## config.mk

```make
export PLATFORM = sky130hd
export DESIGN_NAME = dts_cell
export DESIGN_NICKNAME = d
export VERILOG_FILES = /design/src/dts_pkg.sv /design/src/dts_cell.sv
export SDC_FILE = /design/constraint.sdc
export NUM_CORES = 1
export LEC_CHECK = 0
export BUFFER_PORTS_ARGS = -buffer_cell sky130_fd_sc_hd__buf_2
export CORE_MARGIN = 1.5
export CORE_UTILIZATION = 35
export DETAILED_ROUTE_END_ITERATION = 16
export GPL_TIMING_DRIVEN = 0
export PLACE_DENSITY_LB_ADDON = 0.25
export SLEW_MARGIN = 30
export SYNTH_ARGS = -nofsm -noshare
export SYNTH_HDL_FRONTEND = slang
export SYNTH_SLANG_ARGS = --single-unit
export TNS_END_PERCENT = 100
```

## constraint.sdc

```tcl
create_clock -name clk_i -period 8.85 [get_ports clk_i]
set_input_delay 1.3275 -clock clk_i [delete_from_list [all_inputs] [get_ports clk_i]]
set_output_delay 1.3275 -clock clk_i [all_outputs]
set_load 0.05 [all_outputs]
```

## src/dts_pkg.sv

```systemverilog
// Package for the deadline task scheduler: operation codes, sequencer states,
// fixed field widths and the control structs passed between top level and cells.
// Depends on nothing; used by dts_cell and deadline_task_scheduler_unit.
`default_nettype none

package dts_pkg;

  // Fixed widths of the channel fields.
  localparam int unsigned OP_W       = 3;
  localparam int unsigned IN_SLOT_W  = 4;
  localparam int unsigned DELAY_W    = 32;
  localparam int unsigned OUT_SLOT_W = 4;
  localparam int unsigned OUT_TIME_W = 32;

  // Upper bound on launches produced by one tick.
  localparam int unsigned MAX_LAUNCH = 16;

  // Operation codes carried by the op field.
  typedef enum logic [OP_W-1:0] {
    OP_SCHEDULE = 3'd0,
    OP_REPEAT   = 3'd1,
    OP_REMOVE   = 3'd2,
    OP_FINISH   = 3'd3,
    OP_TICK     = 3'd4
  } op_e;

  // Sequencer states of the top level.
  typedef enum logic [1:0] {
    ST_IDLE,
    ST_LOAD,
    ST_SCAN,
    ST_EMIT
  } state_e;

  // Slot operation addressed to one cell.
  typedef struct packed {
    logic wr;
    op_e  op;
  } cell_cmd_t;

  // Ranking controls broadcast to all cells.
  typedef struct packed {
    logic load;
    logic shift;
    logic cmp;
  } scan_ctl_t;

endpackage

`default_nettype wire

```

## src/dts_cell.sv

```systemverilog
// One task slot of the scheduler: deadline, period and flags, plus one stage
// of the ranking ring that counts how many due slots launch ahead of it.
// Depends on dts_pkg.
`default_nettype none

module dts_cell #(
  parameter int unsigned SLOT_W    = 4,
  parameter int unsigned TIME_BITS = 32,
  parameter int unsigned CELL_IDX  = 0
) (
  input  wire logic                  clk_i,
  input  wire logic                  rst_ni,
  input  wire dts_pkg::cell_cmd_t    cmd_i,
  input  wire logic [TIME_BITS-1:0]  delay_i,
  input  wire logic [TIME_BITS-1:0]  now_i,
  input  wire dts_pkg::scan_ctl_t    ctl_i,
  input  wire logic                  disarm_i,
  input  wire logic                  ring_due_i,
  input  wire logic [TIME_BITS-1:0]  ring_age_i,
  input  wire logic [SLOT_W-1:0]     ring_idx_i,
  output logic                       ring_due_o,
  output logic [TIME_BITS-1:0]       ring_age_o,
  output logic [SLOT_W-1:0]          ring_idx_o,
  output logic                       due_o,
  output logic [SLOT_W-1:0]          rank_o,
  output logic [TIME_BITS-1:0]       deadline_o
);

  localparam logic [SLOT_W-1:0] OwnIdx = SLOT_W'(CELL_IDX);

  logic [TIME_BITS-1:0] deadline_q, deadline_d;
  logic [TIME_BITS-1:0] period_q, period_d;
  logic                 armed_q, armed_d;
  logic                 periodic_q, periodic_d;
  logic [TIME_BITS-1:0] own_age_q, own_age_d;
  logic                 own_due_q, own_due_d;
  logic                 circ_due_q, circ_due_d;
  logic [TIME_BITS-1:0] circ_age_q, circ_age_d;
  logic [SLOT_W-1:0]    circ_idx_q, circ_idx_d;
  logic [SLOT_W-1:0]    rank_q, rank_d;
  logic [TIME_BITS-1:0] age_now;
  logic                 beats;

  // Age of the deadline against the current time; due while in the recent half.
  assign age_now = now_i - deadline_q;

  // The passing slot launches first if it is older, or as old with lower index.
  assign beats = ring_due_i &&
                 ((ring_age_i > own_age_q) ||
                  ((ring_age_i == own_age_q) && (ring_idx_i < OwnIdx)));

  // Slot operations, launch disarm and the ranking stage.
  always_comb begin
    deadline_d = deadline_q;
    period_d   = period_q;
    armed_d    = armed_q;
    periodic_d = periodic_q;
    own_age_d  = own_age_q;
    own_due_d  = own_due_q;
    circ_due_d = circ_due_q;
    circ_age_d = circ_age_q;
    circ_idx_d = circ_idx_q;
    rank_d     = rank_q;

    if (cmd_i.wr) begin
      case (cmd_i.op)
        dts_pkg::OP_SCHEDULE: begin
          deadline_d = now_i + delay_i;
          armed_d    = 1'b1;
        end
        dts_pkg::OP_REPEAT: begin
          if (!armed_q) begin
            deadline_d = now_i + delay_i;
            armed_d    = 1'b1;
          end
          period_d   = delay_i;
          periodic_d = 1'b1;
        end
        dts_pkg::OP_REMOVE: begin
          armed_d    = 1'b0;
          periodic_d = 1'b0;
        end
        dts_pkg::OP_FINISH: begin
          if (periodic_q) begin
            deadline_d = now_i + period_q;
            armed_d    = 1'b1;
          end
        end
        default: begin
        end
      endcase
    end

    if (disarm_i) begin
      armed_d = 1'b0;
    end

    // Capture this slot's standing at the new time and start the ring with it.
    if (ctl_i.load) begin
      own_age_d  = age_now;
      own_due_d  = armed_q && !age_now[TIME_BITS-1];
      circ_due_d = armed_q && !age_now[TIME_BITS-1];
      circ_age_d = age_now;
      circ_idx_d = OwnIdx;
      rank_d     = '0;
    end else if (ctl_i.shift) begin
      circ_due_d = ring_due_i;
      circ_age_d = ring_age_i;
      circ_idx_d = ring_idx_i;
      if (ctl_i.cmp && beats) begin
        rank_d = rank_q + SLOT_W'(1);
      end
    end
  end

  // Flags and ranking control state.
  always_ff @(posedge clk_i or negedge rst_ni) begin
    if (!rst_ni) begin
      armed_q    <= 1'b0;
      periodic_q <= 1'b0;
      own_due_q  <= 1'b0;
      circ_due_q <= 1'b0;
      rank_q     <= '0;
    end else begin
      armed_q    <= armed_d;
      periodic_q <= periodic_d;
      own_due_q  <= own_due_d;
      circ_due_q <= circ_due_d;
      rank_q     <= rank_d;
    end
  end

  // Time values and ring payload.
  always_ff @(posedge clk_i) begin
    deadline_q <= deadline_d;
    period_q   <= period_d;
    own_age_q  <= own_age_d;
    circ_age_q <= circ_age_d;
    circ_idx_q <= circ_idx_d;
  end

  assign ring_due_o = circ_due_q;
  assign ring_age_o = circ_age_q;
  assign ring_idx_o = circ_idx_q;
  assign due_o      = own_due_q;
  assign rank_o     = rank_q;
  assign deadline_o = deadline_q;

endmodule

`default_nettype wire

```

# Word level (Yosys, flattened, before mapping)
# Index checks and enable logic that the tools add are counted.
[totals] ff_bits=140 inputBits=111 out_inout_bits=74 elab_cells=57
[op_classes] addsub=4 order_cmp=2 n_eq_ne=7 muxes=15 reduce_logical=19
[ops] operator="$mux 32" n=4
[ops] operator="$pmux 32 s3" n=1
[ops] operator="$add 32x32->32" n=2
[ops] operator="$eq 32x32->1" n=1
[ops] operator="$gt 32x32->1" n=1
[ops] operator="$sub 32x32->32" n=1
[ops] operator="$mux 4" n=3
[ops] operator="$reduce_bool 2->1" n=4
[ops] operator="$eq 3x2->1 const B" n=2
[ops] operator="$reduce_and 2->1" n=3
[ops] operator="$mux 1" n=5
[ops] operator="$add 4x1->4 const B" n=1
[ops] operator="$logic_and 1x1->1" n=4
[ops] operator="$lt 4x1->1 const B" n=1
[ops] operator="$ne 2x2->1 const B" n=2
[ops] operator="$reduce_and 4->1" n=1
[ops] operator="$reduce_bool 4->1" n=1
[ops] operator="$eq 3x1->1 const B" n=1
[ops] operator="$logic_not 3->1" n=1
[ops] operator="$ne 3x3->1 const B" n=1
[ops] operator="$pmux 1 s3" n=1
[ops] operator="$reduce_and 3->1" n=1
[ops] operator="$reduce_bool 3->1" n=1
[ops] operator="$pmux 1 s2" n=1
[ops] operator="other kinds (3)" n=3

# Depth between registers and ports, before layout
# Gate-level depths: netlist (run 1).
[logic_depth] ltp_word=8 ltp_mapped=16 depth_no_buf=14

# Least setup slack after synthesis (run 1)
# OpenSTA, ideal clock, no wires.
[synth_timing] path_kind="in2reg" from="input cmd_i[0] (netlist bit)" to="register deadline_q[30], in the netlist deadline_o[30], data pin" setup_time_ns=0.262 t_arrival_ns=4.390 required_ns=8.588 slack_ns=4.198 path_stages=14 n_path_buf=2 cell_sequence="clkbuf_1 -> nand3b_1 -> clkbuf_1 -> mux2_2 -> ha_1 -> and4_1 -> and3_4 -> a31o_2 -> a21oi_1 -> o31ai_1 -> a222oi_1 -> a2111oi_0 -> a211oi_1 -> xnor2_1"
[synth_via] elab_chain_cells=2 word_cells_on_any_way=4 classes_between="eq/ne (2); mux (1); reduce/logical (1)"
[synth_lines] item="start, declared" line_no="dts_cell.sv:13" rtl="input wire dts_pkg::cell_cmd_t cmd_i,"
[synth_lines] item="$eq 3x2->1 (tied with other cells)" line_no="dts_cell.sv:66" rtl="case (cmd_i.op)"
[synth_lines] item="$pmux 32 s3 *" line_no="dts_cell.sv:66"
[synth_lines] item="end signal, assigned" line_no="dts_cell.sv:135" rtl="deadline_q <= deadline_d;"
[synth_lines] item="end, declared" line_no="dts_cell.sv:31" rtl="logic [TIME_BITS-1:0] deadline_q, deadline_d;"
# Mark *: on every way between the ends. The rest lies on a longest branch, timed or not.
# A chain may end at the register's enable or synchronous reset.

# Worst setup path in the final report (run 1)
# Ends and elaborated chain as after synthesis.

==> run metrics, run 1 <==
CP endpoint=deadline_o[30]; PortBufs=182; Root Driver=clkbuf_16; worst r2r src=period_q[0]; ys flop type=edfxtp_1; asr flop ratio synth=5.71%; placed cell count=1,367; skew final=0.0131 ns; post-route minimum period=5.81 ns; Area Growth Syn to Fin=21.5%; largest net degree at the start of global routing=34; height of the die=166 um; Synth Instances=848; Worst R2R Setup Slack=5.16 ns; highest clock rate=172 MHz; Tightest Pin Transition=0.912 ns; Tcrit/Tclk final=65.6%; Die ar.=27,600 um2; routability cong.=0.926; top cells by area, synth=edfxtp_1, ha_1, mux2_2; setup tns final=0 ns; Worst setup SP type=input pin; first-pass iteration count of the detailed router=4; crit path DAT=5.98 ns; row cnt=59; R2R depth=13; Hold/Removal Path Class=flip-flop to flip-flop; crit path launch=cmd_i[0]; number of synthesized flops with an enable pin=128; fin cells=1,399; post-synth cell types=67; register area=4120 um2; vias in the first global route=6,692; RSZ-0062 raised after global routing=no; vias per cell=4.97; drt wl/cell=16.8 um; initial antenna violation count=0; FF-to-FF End=deadline_o[30]; routed vias=6,952; Ports=185; GRT overflow=0; data required time at the worst endpoint=9.02 ns; n_diodes=0; static leakage=5.06 nW; most frequent cells after synthesis=edfxtp_1, ha_1, inv_1; nets=1,259; YS warnings=0; core region area=26,100 um2; post-layout util=43.4%; flip-flop and latch count after synthesis=140; Starting Density=35.7%; setup bufs post-CTS=0; worst vdd ir=93.6 uV; biggest area consumer among synthesized cells=edfxtp_1; hpwl dp=18,700 um; Setup Viol. Count Final=0; Final Max Slew Viols=0; Die Span X=166 um; Pwr Density=194 nW/um2; DRC Markers=0; Multi-input gate area=4820 um2; Fillers=2,477; Hold Violations, Final=0; most common cell in the netlist=edfxtp_1; ANT nets after route=0; total CTS buffers=17; Max Cap Viol=0; nature of the critical path endpoint=flip-flop; critical path class=input pin to flip-flop; share of cells above drive strength 1=28.9%; H-Tree Depth=4; Post-Route WL=23,500 um; GRT Overall Usage=17.0%; initial DRC count=455; average size of a mapped cell=11.0 um2; top-area cell type share of the netlist area=41.3%; clock tree buffer depth=2; syn_nets=1,056; Worst-path clk slew=0.07 ns; peak fanout along the critical path=10; worst skew pair latency=0.43 ns; cts hold-fix bufs=0; Post-Syn Area=9300 um2; status=completed; CTS tree=built; Slew HR=39.2%; PostCTS Resize Cnt=0; sequential area share after synthesis=44.3%; first-pass GRT wire length=36,200 um; TritonCTS Sinks=140
## power by group
part	total, mW	internal, mW	leakage, nW	switching (mW)
clock network	0.741	0.431	0.289	0.310
registers	0.833	0.812	1.36	0.0210
logic	0.618	0.227	3.41	0.391
## flip-flops by register name (all words and copies together), names as in the netlist
name and count:
periodic_q 1, own_age_q 32, armed_q 1, rank_o 4, period_q 32, ring_due_o 1
ring_age_o 32, due_o 1, deadline_o 32, ring_idx_o 4
## critical path: stages
cell	delay (ns)
clkbuf_1	0.15
nand3b_1	0.58
clkbuf_1	0.72
mux2_2	0.42
ha_1	0.24
inv_1	0.09
fa_1	0.22
nor2b_1	0.07
o21a_1	0.18
o21ai_0	0.31
o21a_1	0.22
nand2_1	0.15
a222oi_1	0.55
a2111oi_0	0.30
a211oi_1	0.36
xnor2_1	0.10
## routing by layer
| metal | track usage (%) | vias to the layer above | wire length [um] |
|---|---|---|---|
| met5 | 0 | - | 0 |
| met1 | 23.6 | 3209 | 11700 |
| li1 | - | 3539 | - |
| met2 | 26.7 | 180 | 10400 |
| met3 | 3.34 | 24 | 977 |
| met4 | 5.05 | 0 | 414 |
## logic make-up after synthesis
group | synth area share, %
buffers and inverters | 4.04
XOR/XNOR | 5.18
adder cells (fa/ha/maj) | 13.2
AO/OA/AOI/OAI | 15.3
multiplexers | 8.30
flip-flops | 44.3
AND/OR/NAND/NOR | 9.62
## worst min path at each step
stage | start | to | slack, ns | cells past startpoint
final | ring_idx_o[2] | ring_idx_o[2] | 0.49 | 2
after global routing | due_o | due_o | 0.51 | 1
after CTS | ring_idx_o[2] | ring_idx_o[2] | 0.50 | 2
after detailed placement | ring_idx_o[0] | ring_idx_o[0] | 0.48 | 2
after global placement | ring_idx_o[3] | ring_idx_o[3] | 0.47 | 2
after floorplan | periodic_q | periodic_q | 0.52 | 2
## area by class of cell
cell class                 instances  share of cell area (%)
inverter                          81                    2.69
timing repair buffer             184                    8.55
sequential                       140                    36.5
tap                              335                    3.71
buffer                            16                   0.631
multi-input combinational        611                    42.6
clock inverter                    13                    1.37
clock buffer                      19                    3.92
## metrics by stage
step	total power, mW	hold WS, ns	setup slack, ns	cell area [um2]
after floorplan	1.30	0.517	4.20	9300
after global placement	1.46	0.468	2.64	10600
after detailed placement	1.47	0.481	2.62	10700
after CTS	2.21	0.496	3.06	11300
after global routing	2.30	0.507	2.77	11300
final	2.19	0.493	3.04	11300
## layout by cell type, fill, tap and decap left out, types with 7 or more instances in the layout
| cell type | n |
|---|---|
| inv_1 | 81 |
| clkbuf_1 | 15 |
| nand2b_1 | 9 |
| nor2_1 | 47 |
| mux2i_1 | 7 |
| mux2_2 | 61 |
| o21ai_0 | 39 |
| a211oi_1 | 8 |
| a21o_1 | 42 |
| o21a_1 | 7 |
| nor2b_1 | 12 |
| buf_2 | 182 |
| a31oi_1 | 9 |
| xnor2_1 | 35 |
| nand2_1 | 36 |
| nand4_1 | 11 |
| nand3_1 | 11 |
| a21oi_1 | 60 |
| dfrtp_1 | 8 |
| ha_1 | 95 |
| edfxtp_1 | 128 |
| xor2_1 | 20 |
| clkbuf_16 | 17 |
Note: power is estimated with default switching activity, not from simulation.
==> inputs of run 2 (changes only) <==
==> constraint.sdc (replaced) <==
create_clock -name clk_i -period 5.2 [get_ports clk_i]
set_input_delay 0.78 -clock clk_i [delete_from_list [all_inputs] [get_ports clk_i]]
set_output_delay 0.78 -clock clk_i [all_outputs]
set_load 0.05 [all_outputs]
==> run 2 against run 1 <==
Compared with the run above: via count unchanged; clock skew hardly changed; worst setup slack got worse by 2.5 ns; combinational power grew 70%; die area did not move; global-route usage unchanged; core utilization is 0.091 points higher; sequential cell count unchanged; register-to-register slack got worse by 3.7 ns; cell area rose by 0.21%.
==> run metrics, run 2 (synthesis results as in run 1) <==
status=completed; static leakage=5.07 nW; Worst setup SP type=input pin; Area Growth Syn to Fin=21.7%; drt wl/cell=16.8 um; CTS tree=built; Final Max Slew Viols=0; routability cong.=0.926; hpwl dp=18,700 um; CP cell instances=clkbuf_1 > nand3b_1 > buf_4 > buf_4 > clkbuf_1 > mux2_2 > ha_1 > a21oi_1 > o21ai_0 > a31o_2 > a21oi_1 > o31ai_1 > a222oi_1 > a2111oi_0 > a211oi_1 > xnor2_1; total CTS buffers=17; Slowest-stage cell, CP=a222oi_1; worst vdd ir=159 uV; Die ar.=27,600 um2; GRT overflow=0; H-Tree Depth=4; post-route minimum period=4.66 ns; CP peak stage delay=0.53 ns; Ports=185; first-pass iteration count of the detailed router=4; row cnt=59; vias per cell=4.96; core region area=26,100 um2; peak fanout along the critical path=10; skew final=0.0128 ns; placed cell count=1,367; critical path class=input pin to flip-flop; nets=1,262; CP top delay family=compound AO/OA/AOI/OAI gates; height of the die=166 um; initial DRC count=432; most frequent cells in the layout=buf_2, edfxtp_1, ha_1; Starting Density=35.7%; Root Driver=clkbuf_16; nature of the critical path endpoint=flip-flop; clock tree buffer depth=2; GRT Overall Usage=17.0%; ANT nets after route=0; Worst-path clk slew=0.06 ns; Levels on crit path=16; data required time at the worst endpoint=5.37 ns; DRC Markers=0; highest clock rate=215 MHz; Tot Pwr=3.73 mW; Slew HR=39.3%; crit path DAT=4.83 ns; n_diodes=0; worst skew pair latency=0.43 ns; Tcrit/Tclk final=89.5%; Setup Viol. Count Final=0; RSZ-0062 raised after global routing=no; vias in the first global route=6,692; commonest non-fill, non-tap cell in the layout=buf_2; Fillers=2,477; CP bufs+invs=4; post-layout util=43.5%; TritonCTS Sinks=140; Die Span X=166 um; routed vias=6,952; first-pass GRT wire length=36,200 um; Max Cap Viol=0; share of cells above drive strength 1=29.2%; R2R depth=13; PortBufs=182; Pwr Density=330 nW/um2; Post-Route WL=23,500 um; largest net degree at the start of global routing=34; fin cells=1,402; Tightest Pin Transition=0.910 ns; Hold/Removal Path Class=input pin to asynchronous set/reset pin; setup tns final=0 ns; Hold Violations, Final=0; initial antenna violation count=0
run 2: changes by cell type in the layout (fill, tap and decap cells not counted), sizes merged:
cell / previous run / this run
buf: 186 / 189
run 2: through the flow:
stage	cell area [um2]	setup WS (ns)	hold slack (ns)
after global routing	11300	0.329	0.185
after CTS	11300	0.178	0.182
after detailed placement	10700	-0.487	0.481
after global placement	10600	-0.462	0.468
after floorplan	9300	1.10	0.484
final	11300	0.544	0.198
run 2: what timing repair did:
action / 4_1_cts / 5_1_grt
buffers inserted: 0 / 3
pin swaps: 0 / 1
hold buffers: 0 / 0
gates resized for setup: 1 / 0
setup endpoints to repair: 1 / 2
run 2: area by class of cell:
class	count	area (um2)	area share, %
Tap cell	335	419	3.70
Sequential cell	140	4120	36.4
Clock inverter	13	155	1.37
Clock buffer	19	443	3.91
Timing Repair Buffer	187	988	8.73
Inverter	81	304	2.69
Multi-Input combinational cell	611	4820	42.5
Buffer	16	72.6	0.641
run 2: final timing paths:
kind | start | slack, ns | end
setup / recovery | cmd_i[0] | 0.54 | deadline_o[30]
hold / removal | rst_ni | 0.20 | rank_o[1]
setup reg to reg | period_q[0] | 1.51 | deadline_o[30]
hold reg to reg | ring_idx_o[2] | 0.49 | ring_idx_o[2]
max in group asynchronous | rst_ni | 4.83 | rank_o[3]
min in group clk_i | ring_idx_o[2] | 0.49 | ring_idx_o[2]
run 2: layer usage:
layer  GRT usage [%]  vias to the layer above  routed length [um]  part of all wire [%]
li1                -                     3545                   -                     -
met1            23.6                     3202               11800                    50
met2            26.7                      183               10500                    45
met3            3.34                       22                 879                   3.7
met4            5.05                        0                 338                   1.4
met5               0                        -                   0                     0
run 2: power by group:
part	switching (mW)	internal (mW)	leakage (nW)	total, mW
logic	0.665	0.387	3.42	1.05
clock network	0.528	0.733	0.289	1.26
registers	0.0358	1.38	1.36	1.42
total	1.23	2.50	5.07	3.73
